[src/design/assert_macros.svh]
// Assertion macros shared by the line rasterizer RTL.
`ifndef ASSERT_MACROS_SVH
`define ASSERT_MACROS_SVH

`ifndef SYNTHESIS

// Check that a property holds on every clock edge out of reset.
`define CLR_ASSERT(lbl, prop) \
  lbl: assert property (@(posedge clk) disable iff (!rst_n) (prop)) \
    else $error("line rasterizer check failed");

// Check that a condition in one cycle implies another in the next cycle.
`define CLR_ASSERT_NEXT(lbl, pre, post) \
  lbl: assert property (@(posedge clk) disable iff (!rst_n) (pre) |=> (post)) \
    else $error("line rasterizer check failed");

`else

`define CLR_ASSERT(lbl, prop)
`define CLR_ASSERT_NEXT(lbl, pre, post)

`endif

`endif

[src/design/clr_pkg.sv]
// Types and constants shared by the line rasterizer modules.
`timescale 1ns / 1ps

package clr_pkg;

  localparam int CLR_COORD_BITS    = 12;
  localparam int CLR_FB_BITS       = 12;
  localparam int CLR_PIX_BITS      = 11;
  localparam int CLR_COLOR_BITS    = 32;
  localparam int CLR_CFG_ADDR_BITS = 1;

  localparam logic [CLR_FB_BITS-1:0] CLR_FB_WIDTH_RST  = 12'd640;
  localparam logic [CLR_FB_BITS-1:0] CLR_FB_HEIGHT_RST = 12'd480;

  // Configuration register indexes.
  typedef enum logic [CLR_CFG_ADDR_BITS-1:0] {
    CFG_FB_WIDTH  = 1'b0,
    CFG_FB_HEIGHT = 1'b1
  } cfg_reg_t;

  // Request codes of an input beat.
  typedef enum logic {
    REQ_START = 1'b0,
    REQ_STEP  = 1'b1
  } req_type_t;

  // Line classification held while a line is walked.
  typedef enum logic [2:0] {
    KIND_POINT  = 3'd0,
    KIND_VERT   = 3'd1,
    KIND_HORIZ  = 3'd2,
    KIND_XMAJOR = 3'd3,
    KIND_YMAJOR = 3'd4
  } kind_t;

  // One clipped pixel of a result.
  typedef struct packed {
    logic [CLR_PIX_BITS-1:0] x;
    logic [CLR_PIX_BITS-1:0] y;
    logic                    valid;
  } pixel_t;

  // Everything one step result carries.
  typedef struct packed {
    pixel_t                    main_px;
    pixel_t                    minor_px;
    pixel_t                    tail_px;
    logic [CLR_COLOR_BITS-1:0] color;
    logic                      done;
  } result_t;

endpackage

[src/design/clr_pixel_clip.sv]
// Framebuffer bounds test for one pixel, zeroing clipped coordinates.
`timescale 1ns / 1ps

module clr_pixel_clip import clr_pkg::*; #(
  parameter int COORD_BITS = CLR_COORD_BITS
) (
  input  logic signed [COORD_BITS:0]  pix_x,
  input  logic signed [COORD_BITS:0]  pix_y,
  input  logic                        pix_en,
  input  logic [CLR_FB_BITS-1:0]      fb_width,
  input  logic [CLR_FB_BITS-1:0]      fb_height,
  output pixel_t                      pix
);

  localparam int CMP_BITS = (COORD_BITS + 1 > CLR_FB_BITS) ? COORD_BITS + 1 : CLR_FB_BITS;

  logic [CMP_BITS-1:0] x_u;
  logic [CMP_BITS-1:0] y_u;
  logic [CMP_BITS-1:0] w_u;
  logic [CMP_BITS-1:0] h_u;
  logic                in_bounds;

  // Compare at a common width; a negative coordinate is never inside.
  assign x_u = CMP_BITS'($unsigned(pix_x));
  assign y_u = CMP_BITS'($unsigned(pix_y));
  assign w_u = CMP_BITS'(fb_width);
  assign h_u = CMP_BITS'(fb_height);

  assign in_bounds = !pix_x[COORD_BITS] && !pix_y[COORD_BITS] && (x_u < w_u) && (y_u < h_u);

  // A pixel that is not produced or is clipped reads as all zero.
  assign pix.valid = pix_en && in_bounds;
  assign pix.x     = pix.valid ? x_u[CLR_PIX_BITS-1:0] : '0;
  assign pix.y     = pix.valid ? y_u[CLR_PIX_BITS-1:0] : '0;

endmodule

[src/design/clr_core.sv]
// Line state registers and the combinational start and step logic.
`timescale 1ns / 1ps

module clr_core import clr_pkg::*; #(
  parameter int COORD_BITS = CLR_COORD_BITS
) (
  input  logic                         clk,
  input  logic                         rst_n,
  input  logic                         fire,
  input  logic                         req_type,
  input  logic signed [COORD_BITS-1:0] start_x,
  input  logic signed [COORD_BITS-1:0] start_y,
  input  logic signed [COORD_BITS-1:0] end_x,
  input  logic signed [COORD_BITS-1:0] end_y,
  input  logic [CLR_COLOR_BITS-1:0]    line_color,
  input  logic [CLR_FB_BITS-1:0]       fb_width,
  input  logic [CLR_FB_BITS-1:0]       fb_height,
  output result_t                      res
);

  localparam int W = COORD_BITS;

  // Line state.
  logic                      active_r,  active_nxt;
  kind_t                     kind_r,    kind_nxt;
  logic [W-1:0]              walk_x_r,  walk_x_nxt;
  logic [W-1:0]              walk_y_r,  walk_y_nxt;
  logic [W-1:0]              stop_x_r,  stop_x_nxt;
  logic [W-1:0]              stop_y_r,  stop_y_nxt;
  logic [W-1:0]              major_r,   major_nxt;
  logic [W-1:0]              minor_r,   minor_nxt;
  logic [W:0]                err_r,     err_nxt;
  logic                      dir_r,     dir_nxt;
  logic [CLR_COLOR_BITS-1:0] color_r,   color_nxt;

  // Start classification.
  logic signed [W:0] x1, y1, x2, y2;
  logic signed [W:0] dif_x, dif_y, adx, ady;
  logic [W-1:0]      dx, dy;
  logic              same_x, same_y, x_major, swap;
  logic [W-1:0]      fx, fy, lx, ly;
  kind_t             start_kind;
  logic              start_dir;

  // Step datapath.
  logic signed [W:0] wx, wy, sx, sy, inc;
  logic signed [W:0] wx_n, wy_n;
  logic signed [W:0] mnr_x, mnr_y;
  logic [W:0]        err_sum, err_step;
  logic              minor_hit;
  kind_t             step_kind;
  logic              step_done;
  logic              minor_en;
  logic              main_en;
  logic              tail_en;
  logic              is_start;

  assign is_start = (req_type_t'(req_type) == REQ_START);

  // Endpoint differences and line classification for a start beat.
  assign x1     = {start_x[W-1], start_x};
  assign y1     = {start_y[W-1], start_y};
  assign x2     = {end_x[W-1], end_x};
  assign y2     = {end_y[W-1], end_y};
  assign dif_x  = x2 - x1;
  assign dif_y  = y2 - y1;
  assign adx    = dif_x[W] ? -dif_x : dif_x;
  assign ady    = dif_y[W] ? -dif_y : dif_y;
  assign dx     = adx[W-1:0];
  assign dy     = ady[W-1:0];
  assign same_x = (start_x == end_x);
  assign same_y = (start_y == end_y);
  assign x_major = (dx >= dy);
  assign swap   = x_major ? (end_x < start_x) : (end_y < start_y);
  assign fx     = swap ? end_x : start_x;
  assign fy     = swap ? end_y : start_y;
  assign lx     = swap ? start_x : end_x;
  assign ly     = swap ? start_y : end_y;

  always_comb begin
    if (same_x && same_y) begin
      start_kind = KIND_POINT;
      start_dir  = 1'b0;
    end else if (same_x) begin
      start_kind = KIND_VERT;
      start_dir  = (end_y < start_y);
    end else if (same_y) begin
      start_kind = KIND_HORIZ;
      start_dir  = (end_x < start_x);
    end else if (x_major) begin
      start_kind = KIND_XMAJOR;
      start_dir  = ($signed(ly) < $signed(fy));
    end else begin
      start_kind = KIND_YMAJOR;
      start_dir  = ($signed(lx) < $signed(fx));
    end
  end

  // Current walk position at one extra bit, so an overshoot is seen as such.
  assign wx  = {walk_x_r[W-1], walk_x_r};
  assign wy  = {walk_y_r[W-1], walk_y_r};
  assign sx  = {stop_x_r[W-1], stop_x_r};
  assign sy  = {stop_y_r[W-1], stop_y_r};
  assign inc = dir_r ? '1 : (W+1)'(1);

  // Error accumulator: add the minor span, take a minor step on overflow.
  assign err_sum   = err_r + {1'b0, minor_r};
  assign minor_hit = (err_sum >= {1'b0, major_r});

  // One loop iteration of the walk; the extra pixel sits before the major step.
  always_comb begin
    wx_n      = wx;
    wy_n      = wy;
    mnr_x     = wx;
    mnr_y     = wy;
    err_step  = err_r;
    step_kind = kind_r;
    step_done = 1'b0;
    minor_en  = 1'b0;
    unique case (kind_r)
      KIND_VERT: begin
        wy_n      = wy + inc;
        step_done = (wy_n[W-1:0] == stop_y_r);
      end
      KIND_HORIZ: begin
        wx_n      = wx + inc;
        step_done = (wx_n[W-1:0] == stop_x_r);
      end
      KIND_XMAJOR: begin
        err_step = minor_hit ? err_sum - {1'b0, major_r} : err_sum;
        minor_en = minor_hit;
        if (minor_hit) begin
          wy_n = wy + inc;
        end
        mnr_x     = wx_n;
        mnr_y     = wy_n;
        step_done = (walk_x_r == stop_x_r);
        if (!step_done) begin
          wx_n = wx + (W+1)'(1);
        end
      end
      KIND_YMAJOR: begin
        err_step = minor_hit ? err_sum - {1'b0, major_r} : err_sum;
        minor_en = minor_hit;
        if (minor_hit) begin
          wx_n = wx + inc;
        end
        mnr_x     = wx_n;
        mnr_y     = wy_n;
        step_done = (walk_y_r == stop_y_r);
        if (!step_done) begin
          wy_n = wy + (W+1)'(1);
        end
      end
      default: begin
        step_done = 1'b1;
        step_kind = KIND_POINT;
      end
    endcase
  end

  // Which pixels this beat produces.
  assign main_en = !is_start && active_r;
  assign tail_en = main_en && step_done && (step_kind != KIND_POINT);

  // Next line state.
  always_comb begin
    active_nxt = active_r;
    kind_nxt   = kind_r;
    walk_x_nxt = walk_x_r;
    walk_y_nxt = walk_y_r;
    stop_x_nxt = stop_x_r;
    stop_y_nxt = stop_y_r;
    major_nxt  = major_r;
    minor_nxt  = minor_r;
    err_nxt    = err_r;
    dir_nxt    = dir_r;
    color_nxt  = color_r;
    if (is_start) begin
      active_nxt = 1'b1;
      kind_nxt   = start_kind;
      walk_x_nxt = (start_kind == KIND_XMAJOR || start_kind == KIND_YMAJOR) ? fx : start_x;
      walk_y_nxt = (start_kind == KIND_XMAJOR || start_kind == KIND_YMAJOR) ? fy : start_y;
      stop_x_nxt = (start_kind == KIND_XMAJOR || start_kind == KIND_YMAJOR) ? lx : end_x;
      stop_y_nxt = (start_kind == KIND_XMAJOR || start_kind == KIND_YMAJOR) ? ly : end_y;
      err_nxt    = '0;
      dir_nxt    = start_dir;
      color_nxt  = line_color;
      if (start_kind == KIND_XMAJOR) begin
        major_nxt = dx;
        minor_nxt = dy;
      end else if (start_kind == KIND_YMAJOR) begin
        major_nxt = dy;
        minor_nxt = dx;
      end
    end else if (active_r) begin
      active_nxt = !step_done;
      kind_nxt   = step_kind;
      walk_x_nxt = wx_n[W-1:0];
      walk_y_nxt = wy_n[W-1:0];
      err_nxt    = err_step;
    end
  end

  // Control state is reset; the datapath is loaded by every start beat.
  always_ff @(posedge clk) begin
    if (!rst_n) begin
      active_r <= 1'b0;
      kind_r   <= KIND_POINT;
      err_r    <= '0;
      dir_r    <= 1'b0;
    end else if (fire) begin
      active_r <= active_nxt;
      kind_r   <= kind_nxt;
      err_r    <= err_nxt;
      dir_r    <= dir_nxt;
    end
  end

  always_ff @(posedge clk) begin
    if (fire) begin
      walk_x_r <= walk_x_nxt;
      walk_y_r <= walk_y_nxt;
      stop_x_r <= stop_x_nxt;
      stop_y_r <= stop_y_nxt;
      major_r  <= major_nxt;
      minor_r  <= minor_nxt;
      color_r  <= color_nxt;
    end
  end

  // Bounds tests for the three pixels of a step.
  clr_pixel_clip #(.COORD_BITS(COORD_BITS)) u_clip_main (
    .pix_x     (wx),
    .pix_y     (wy),
    .pix_en    (main_en),
    .fb_width  (fb_width),
    .fb_height (fb_height),
    .pix       (res.main_px)
  );

  clr_pixel_clip #(.COORD_BITS(COORD_BITS)) u_clip_minor (
    .pix_x     (mnr_x),
    .pix_y     (mnr_y),
    .pix_en    (main_en && minor_en),
    .fb_width  (fb_width),
    .fb_height (fb_height),
    .pix       (res.minor_px)
  );

  clr_pixel_clip #(.COORD_BITS(COORD_BITS)) u_clip_tail (
    .pix_x     (sx),
    .pix_y     (sy),
    .pix_en    (tail_en),
    .fb_width  (fb_width),
    .fb_height (fb_height),
    .pix       (res.tail_px)
  );

  // Color and completion flag of the result.
  always_comb begin
    if (is_start) begin
      res.color = line_color;
      res.done  = 1'b0;
    end else if (active_r) begin
      res.color = color_r;
      res.done  = step_done;
    end else begin
      res.color = '0;
      res.done  = 1'b1;
    end
  end

endmodule

[src/design/clipped_line_rasterizer.sv]
// Top level of the clipped line rasterizer: handshake, configuration and result register.
`timescale 1ns / 1ps
`include "assert_macros.svh"

// A start beat loads a line and a color; each following step beat walks one
// iteration of the line and returns its main pixel, an extra pixel when the
// minor axis steps, and the endpoint pixel on the final iteration, each
// clipped against fb_width and fb_height. One beat is accepted every cycle
// unless the result register is full and is not being taken in the same
// cycle, so a full register that is being taken does not block the next
// input beat. A beat's result is in the output register in the following
// cycle. There is no clearing pass after reset.
module clipped_line_rasterizer import clr_pkg::*; #(
  parameter int COORD_BITS = CLR_COORD_BITS
) (
  input  logic                          clk,
  input  logic                          rst_n,
  // Configuration write port.
  input  logic                          cfg_we,
  input  logic [CLR_CFG_ADDR_BITS-1:0]  cfg_addr,
  input  logic [CLR_FB_BITS-1:0]        cfg_wdata,
  // Input channel.
  input  logic                          in_valid,
  output logic                          in_ready,
  input  logic                          in_req_type,
  input  logic signed [COORD_BITS-1:0]  in_start_x,
  input  logic signed [COORD_BITS-1:0]  in_start_y,
  input  logic signed [COORD_BITS-1:0]  in_end_x,
  input  logic signed [COORD_BITS-1:0]  in_end_y,
  input  logic [CLR_COLOR_BITS-1:0]     in_line_color,
  // Result channel.
  output logic                          out_valid,
  input  logic                          out_ready,
  output logic [CLR_PIX_BITS-1:0]       out_main_x,
  output logic [CLR_PIX_BITS-1:0]       out_main_y,
  output logic                          out_main_valid,
  output logic [CLR_PIX_BITS-1:0]       out_minor_x,
  output logic [CLR_PIX_BITS-1:0]       out_minor_y,
  output logic                          out_minor_valid,
  output logic [CLR_PIX_BITS-1:0]       out_tail_x,
  output logic [CLR_PIX_BITS-1:0]       out_tail_y,
  output logic                          out_tail_valid,
  output logic [CLR_COLOR_BITS-1:0]     out_pixel_color,
  output logic                          out_line_done
);

  logic [CLR_FB_BITS-1:0] fb_width_r;
  logic [CLR_FB_BITS-1:0] fb_height_r;
  logic                   out_valid_r;
  result_t                res_r;
  result_t                res;
  logic                   fire;
  logic                   start_fire;
  logic                   res_blank;
  logic                   main_zero;

  // Accept a beat whenever the result register is empty or being emptied.
  assign in_ready = !out_valid_r || out_ready;
  assign fire     = in_valid && in_ready;

  // Framebuffer size registers.
  always_ff @(posedge clk) begin
    if (!rst_n) begin
      fb_width_r  <= CLR_FB_WIDTH_RST;
      fb_height_r <= CLR_FB_HEIGHT_RST;
    end else if (cfg_we) begin
      unique case (cfg_reg_t'(cfg_addr))
        CFG_FB_WIDTH:  fb_width_r  <= cfg_wdata;
        CFG_FB_HEIGHT: fb_height_r <= cfg_wdata;
        default: ;
      endcase
    end
  end

  // Line state and step logic.
  clr_core #(.COORD_BITS(COORD_BITS)) u_core (
    .clk        (clk),
    .rst_n      (rst_n),
    .fire       (fire),
    .req_type   (in_req_type),
    .start_x    (in_start_x),
    .start_y    (in_start_y),
    .end_x      (in_end_x),
    .end_y      (in_end_y),
    .line_color (in_line_color),
    .fb_width   (fb_width_r),
    .fb_height  (fb_height_r),
    .res        (res)
  );

  // Result register.
  always_ff @(posedge clk) begin
    if (!rst_n) begin
      out_valid_r <= 1'b0;
    end else if (fire) begin
      out_valid_r <= 1'b1;
    end else if (out_ready) begin
      out_valid_r <= 1'b0;
    end
  end

  always_ff @(posedge clk) begin
    if (fire) begin
      res_r <= res;
    end
  end

  assign out_valid       = out_valid_r;
  assign out_main_x      = res_r.main_px.x;
  assign out_main_y      = res_r.main_px.y;
  assign out_main_valid  = res_r.main_px.valid;
  assign out_minor_x     = res_r.minor_px.x;
  assign out_minor_y     = res_r.minor_px.y;
  assign out_minor_valid = res_r.minor_px.valid;
  assign out_tail_x      = res_r.tail_px.x;
  assign out_tail_y      = res_r.tail_px.y;
  assign out_tail_valid  = res_r.tail_px.valid;
  assign out_pixel_color = res_r.color;
  assign out_line_done   = res_r.done;

  // Terms used by the checks below.
  assign start_fire = fire && (in_req_type == REQ_START);
  assign res_blank  = !res_r.done && !res_r.main_px.valid && !res_r.minor_px.valid
                      && !res_r.tail_px.valid;
  assign main_zero  = (res_r.main_px.x == '0) && (res_r.main_px.y == '0);

  // Every accepted beat leaves a result in the register.
  `CLR_ASSERT_NEXT(a_fire_loads, fire, out_valid_r)
  // A start beat gives no pixels and does not finish the line.
  `CLR_ASSERT_NEXT(a_start_result, start_fire, res_blank)
  // The endpoint pixel only comes with the final step.
  `CLR_ASSERT(a_tail_done, !out_valid_r || !res_r.tail_px.valid || res_r.done)
  // A clipped main pixel reads as zero.
  `CLR_ASSERT(a_main_zero, res_r.main_px.valid || !out_valid_r || main_zero)

endmodule

[config.mk]
export PLATFORM = sky130hd
export DESIGN_NAME = clipped_line_rasterizer
export DESIGN_NICKNAME = d
export VERILOG_FILES = /design/src/design/clr_pkg.sv /design/src/design/clr_pixel_clip.sv /design/src/design/clr_core.sv /design/src/design/clipped_line_rasterizer.sv
export VERILOG_INCLUDE_DIRS = /design/src /design/src/design
export SDC_FILE = /design/constraint.sdc
export NUM_CORES = 1
export LEC_CHECK = 0
export BUFFER_PORTS_ARGS = -buffer_cell sky130_fd_sc_hd__buf_2
export CAP_MARGIN = 30
export CORE_UTILIZATION = 50
export DETAILED_ROUTE_END_ITERATION = 8
export GPL_TIMING_DRIVEN = 1
export PLACE_DENSITY = 0.7
export SLEW_MARGIN = 0
export SYNTH_ARGS = -nofsm -noshare
export SYNTH_HDL_FRONTEND = slang
export SYNTH_SLANG_ARGS = --single-unit
[constraint.sdc]
create_clock -name clk -period 8.9 [get_ports clk]
set_clock_uncertainty 0.2 [all_clocks]
set_input_delay 1.335 -clock clk [delete_from_list [all_inputs] [get_ports clk]]
set_output_delay 1.335 -clock clk [all_outputs]
set_load 0.02 [all_outputs]
== After elaboration in Yosys (flattened, before gate mapping) ==
Index checks and enable logic that the tools add are counted.
Cells by class
  add/sub/neg operators: 10
  $mul: 0
  div/mod/pow operators: 0
  order comparisons: 12
  equality and inequality tests: 18
  shifts and indexed selects: 0
  multiplexer cells: 51
  bitwise logic cells: 2
  reductions and logical operators: 41
Operator list (count)
  $mux W12: 20
  $mux W13: 9
  $lt A13 B12 Y1: 6
  $eq A12 B12 Y1: 6
  $pmux W12 S3: 2
  $mux W33: 2
  $lt A12 B12 Y1: 4
  $add A12 B13 Y13: 2
  $sub A12 B12 Y13: 2
  $add A12 B2 Y12 const B: 2
  $neg A12 Y12: 2
  $mux W3: 7
  $logic_and A1 B1 Y1: 18
  $add A13 B12 Y13: 1
  $ge A13 B12 Y1: 1
  $sub A13 B12 Y13: 1
  $ge A12 B12 Y1: 1
  $mux W1: 10
  $eq A3 B2 Y1 const B: 3
  $logic_not A1 Y1: 8
  $ne A4 B1 Y1 const B: 2
  $reduce_and A2 Y1: 4
  $reduce_and A4 Y1: 2
  $eq A3 B3 Y1 const B: 2
  12 further kinds: 17
Storage, ports and cells
  register bits: 249
  bits in latches: 0
  RAM bits: 0
  bits in read-only memories: 0
  input port bits: 99
  output and inout port bits: 104
  logic and storage cells: 159
  memories kept: 0

== Longest topological paths before layout ==
  depth after elaboration: 12
  mapped depth: 30
  gate-level depth less buffers: 28

== Cells and area by module ==
A second synthesis with hierarchy kept.
Unflattened totals
  cell total of the unflattened synthesis: 1891
  area total of the unflattened synthesis: 18118.6 µm²
By module, submodules not included
  clr_core: instances 1, cells an instance 1368, area each 11783.8 µm², sequential area each 3483.3 µm²
  clipped_line_rasterizer: instances 1, cells an instance 208, area each 4071.4 µm², sequential area each 3563.4 µm²
  clr_pixel_clip: instances 3, cells an instance 105, area each 754.5 µm², sequential area each 0.0 µm²

== Worst setup path after synthesis ==
Ideal clock, no wire load.
  path kind: input -> register
  start point: input port in_end_x[0]
  end point: register u_core.stop_x_r[0] (data pin)
  library setup time: 266 ps
  arrival: 5916 ps
  data required time: 8434 ps
  path slack: 2519 ps
  stages: 24
  path buffers: 3
  cell sequence: inv_1 ha_1 fa_1 nor2b_1 o21ai_0 a21oi_1 nor3_1 o21ai_0 xor2_1 inv_1 nor2_1 xor2_1 inv_1 ha_1 or3_1 o21ai_0 nor4_1 nor4_2 mux2i_2 and3_1 buf_2 buf_2 clkbuf_1 o21ai_0
On the way
  longest elaborated chain between the ends: 11
  elaborated cells between the ends (all ways): 17
  classes of those cells: add/sub: 2; order compare: 2; eq/ne: 3; mux: 8; reduce/logical: 2
RTL lines
  from (decl): RTL line clipped_line_rasterizer.sv:28  | input logic signed [COORD_BITS-1:0] in_end_x,
  $sub A12 B12 Y13: RTL line clr_core.sv:65  | assign dif_x = x2 - x1;
  $neg A12 Y12: RTL line clr_core.sv:67  | assign adx = dif_x[W] ? -dif_x : dif_x;
  $mux W12: RTL line clr_core.sv:67
  $ge A12 B12 Y1: RTL line clr_core.sv:73  | assign x_major = (dx >= dy);
  $mux W3: RTL line clr_core.sv:90  | end else if (x_major) begin
  $mux W3: RTL line clr_core.sv:87  | end else if (same_y) begin
  $mux W3: RTL line clr_core.sv:84  | end else if (same_x) begin
  $mux W3: RTL line clr_core.sv:81  | if (same_x && same_y) begin
  $eq A3 B2 Y1 / $eq A3 B3 Y1 (equally long branches): RTL line clr_core.sv:184  | stop_x_nxt = (start_kind == KIND_XMAJOR || start_kind == KIND_YMAJOR) ? lx : end_x;
  $logic_or A1 B1 Y1: RTL line clr_core.sv:184
  $mux W12 (*): RTL line clr_core.sv:184
  to (signal assigned): RTL line clr_core.sv:224  | stop_x_r <= stop_x_nxt;
  to (decl): RTL line clr_core.sv:28  | logic [W-1:0] stop_x_r, stop_x_nxt;
Every way passes the cells marked *; elsewhere a longest branch is shown, timed or not.
A chain may end at the register's enable or synchronous reset.

== Worst setup path after layout ==
  start point: register u_core.minor_r[0]
  end point: register res_r (netlist bit out_minor_x[0]) (data pin)
On the way
  elaborated cells between the ends (all ways): 16
  classes of those cells: add/sub: 1; order compare: 3; mux: 5; reduce/logical: 7
RTL lines
  from (decl): RTL line clr_core.sv:31  | logic [W-1:0] minor_r, minor_nxt;
  from (signal assigned): RTL line clr_core.sv:227  | minor_r <= minor_nxt;
  $add A13 B12 Y13: RTL line clr_core.sv:107  | assign err_sum = err_r + {1'b0, minor_r};
  $ge A13 B12 Y1: RTL line clr_core.sv:108  | assign minor_hit = (err_sum >= {1'b0, major_r});
  $mux W13: RTL line clr_core.sv:145  | if (minor_hit) begin
  $mux W13: RTL line clr_core.sv:120  | unique case (kind_r)
  net u_core.mnr_x[10]: RTL line clr_core.sv:48  | logic signed [W:0] mnr_x, mnr_y;
  $lt A13 B12 Y1: RTL line clr_pixel_clip.sv:29  | assign in_bounds = !pix_x[COORD_BITS] && !pix_y[COORD_BITS] && (x_u < w_u) && (y_u < h_u);
  $logic_and A1 B1 Y1 (2 in a row): RTL line clr_pixel_clip.sv:29
  $logic_and A1 B1 Y1: RTL line clr_pixel_clip.sv:32  | assign pix.valid = pix_en && in_bounds;
  to (signal assigned): RTL line clipped_line_rasterizer.sv:104  | res_r <= res;
  to (decl): RTL line clipped_line_rasterizer.sv:50  | result_t res_r;
The timed path passes the listed nets, and every way through them passes these cells.

==> results.tsv <==
metric	value	unit
Pleak	8.571	nW
CP Launch Type	flip-flop	
total grt overflow	0	
chip width	191.2	um
maximum VDD drop	0.0001698	V
cell area power density	239.0	nW/um^2
Final Max Slew Viols	0	
mapped cell area	17910	um^2
ys async rst share	0	
Hold Crit Class	reg2reg	
number of flops mapped to enable cells by yosys	206	
Layout Nets	2288	
initial drt markers	1138	
GPL Wtd Cong	0.9086	
Final Critical Period	7.567	ns
sequential power share	0.316	
status	completed	
CP required	9.06	ns
Post-Synthesis Mean Instance Area	9.669	um^2
final wirelength	51210	um
crit end category	flip-flop	
Post-DRT Antenna Nets	0	
Port Buffers	202	
Post-Route Setup TNS	0	ns
Root Buffer Master	clkbuf_16	
CTS tree	done	
hold buffers post-CTS	0	
worst-skew pair later-pin latency	0.56	ns
Max-Cap Viols	0	
Worst Path Buf+Inv	2	
ratio of cells with drive above 1 in the final layout	0.1601	
fin crit share	0.8502	
Vias	15200	
synth warn	0	
wire length per cell	20.39	um
Die ar.	36570	um^2
Worst Setup Path Type	reg2reg	
power share of the clock group	0.241	
clock sink count	249	
H-tree levels	1	
Post-CTS Resized	0	
initial core utilization	0.5133	
hpwl dp	39170	um
core area	34880	um^2
critical path's slowest cell	a21boi_1	
r2r setup slk	1.33	ns
first-pass GRT wire length	78800	um
Rows	68	
DR vias/cell	6.049	
synth top area cells	edfxtp_1 35%, ha_1 10%, dfxtp_1 4.8%	
vias in the first global route	14150	
syn_nets	2107	
Final Hold Viols	0	
ys flop type	edfxtp_1	
CTS buffer count	28	
postcts setup bufs	0	
synthesis-stage register bit count	249	
GRT Util Overall	0.2741	
Yosys top cell by area	edfxtp_1	
Max-slew headroom	0.4000	
initial antenna violation count	2	
CP max FO	23	
Yosys cell types	96	
crit path DAT	7.73	ns
peak per-stage delay on the critical path	0.71	ns
drt pass-1 iters	8	
I/O pin cnt	203	
largest net degree at the start of global routing	71	
CP top delay family	compound AO/OA/AOI/OAI gates	
Pint	2.973	mW
Post-route DRC	0	
synthesis-to-layout area growth	13.61	%
Core Util, Final	0.5832	
CTS Buffer Depth	3	
Max Freq	0.1322	GHz
worst slew pin tran	0.8975	ns
Net Switching	1.890	mW
Post-Syn Instances	1852	
Sw Ratio	0.3887	
most repeated library cell on the critical path	ha_1	
final setup fails	0	
Reg clk slew, reported paths	0.06	ns
DIE HEIGHT	191.2	um
RSZ-0062 raised after global routing	no	
post-synth top area share	0.3454	
post-synthesis sequential area ratio	0.3935	
Combinational Power Share	0.443	
-- cell usage after synthesis, drive strengths merged, types with 33 or more instances --
library cell	n
xor2	45
clkbuf	58
nand3	39
and2	55
a21oi	126
a21o	55
a22o	33
o21ai	111
ha	150
inv	109
xnor2	72
edfxtp	206
nor2	85
mux2i	48
nand2	190
dfxtp	43
nor2b	35
-- final cells by class --
type | instances | area, um^2
Multi-Input combinational cell | 1416 | 10150
Clock inverter | 17 | 182.7
Timing Repair Buffer | 227 | 1220
Fill cell | 3134 | 14540
Inverter | 111 | 419.2
Antenna cell | 2 | 5.005
Clock buffer | 35 | 748.2
Sequential cell | 249 | 7047
Tap cell | 455 | 569.3
-- flip-flops by register name (all words and copies together), names as in the netlist, 12 cells and up --
| name | cells |
|---|---|
| u_core.stop_y_r | 12 |
| u_core.walk_x_r | 12 |
| u_core.walk_y_r | 12 |
| u_core.stop_x_r | 12 |
| u_core.err_r | 13 |
| fb_width_r | 12 |
| fb_height_r | 12 |
| u_core.major_r | 12 |
| out_pixel_color | 32 |
| u_core.color_r | 32 |
| u_core.minor_r | 12 |
-- logic make-up (layout without fill, tap and decap cells) --
kind of cell / Yosys count / count (layout) / share of synthesized area
AOI/OAI and AO/OA: 515 / 515 / 0.1968
DFF: 249 / 249 / 0.3935
buffers and inverters: 187 / 390 / 0.04080
xor gates and xnor gates: 119 / 119 / 0.06058
muxes: 68 / 68 / 0.03962
other: 0 / 2 / 0
and+or+nand+nor: 558 / 558 / 0.1572
adders and majority gates: 156 / 156 / 0.1115
-- worst register-to-register path, stage by stage (launching register included) --
cell and delay [ns]:
edfxtp_1 0.43, ha_1 0.25, fa_1 0.41, a21o_1 0.19, a21oi_2 0.20, o21ai_1 0.13
a31oi_4 0.23, o21bai_1 0.09, a21oi_1 0.17, xnor2_1 0.11, ha_1 0.36, nand3_1 0.14
or3_1 0.39, a21boi_1 0.71, o31ai_1 0.18, buf_4 0.23, o21ai_0 0.26, ha_1 0.30
a21o_1 0.18, a2111oi_0 0.49, o21ai_0 0.20, a211oi_1 0.30, o311a_1 0.22, o221ai_1 0.11
nor3_1 0.23, o311ai_2 0.15, buf_4 0.25, a31oi_1 0.27
-- power groups by stage --
stage	Clock (mW)	Combinational, mW	Sequential (mW)
floorplan	0	1.55	1.55
global placement	0	2.06	1.55
detailed placement	0	2.11	1.56
CTS	1.18	2.12	1.53
global route	1.22	2.36	1.55
finish	1.17	2.15	1.54
-- metrics by stage --
stage	total power, mW	area (um^2)	instances	setup WS [ns]	hold WS (ns)
global placement	3.617	19360	2455	1.518	0.2448
detailed placement	3.662	19410	2458	1.394	0.2517
floorplan	3.102	17910	1852	2.519	0.2362
CTS	4.839	20340	2510	1.534	0.2602
finish	4.863	20340	2512	1.333	0.2599
global route	5.134	20340	2512	1.009	0.2756
-- worst paths after layout --
| path | startpoint | end | cells after the start |
|---|---|---|---|
| hold reg to reg | fb_width_r[4]$_SDFFE_PN0P_ | fb_width_r[4]$_SDFFE_PN0P_ | 2 |
| hold / removal | fb_width_r[4]$_SDFFE_PN0P_ | fb_width_r[4]$_SDFFE_PN0P_ | 2 |
| setup reg to reg | u_core.minor_r[0]$_DFFE_PP_ | out_minor_x[0]$_SDFFCE_PN0P_ | 27 |
| setup / recovery | u_core.minor_r[0]$_DFFE_PP_ | out_minor_x[0]$_SDFFCE_PN0P_ | 27 |
-- metal layers --
metal  vias up  GRT usage  part of all wire
met2       583     0.4327              0.46
met5         -          0                 0
li1       7226          -                 -
met3        82    0.02754             0.065
met4         0    0.08547             0.027
met1      7304     0.3943              0.45
-- cell usage in the layout, fill, tap and decap left out, drive strengths merged, types with 45 or more instances in the layout --
| cell | count |
|---|---|
| a21o | 55 |
| a21oi | 126 |
| and2 | 55 |
| buf | 227 |
| edfxtp | 206 |
| ha | 150 |
| inv | 110 |
| mux2i | 48 |
| nand2 | 190 |
| nor2 | 85 |
| o21ai | 111 |
| xnor2 | 72 |
| xor2 | 45 |
No activity file was read; power rests on OpenSTA's default activity.
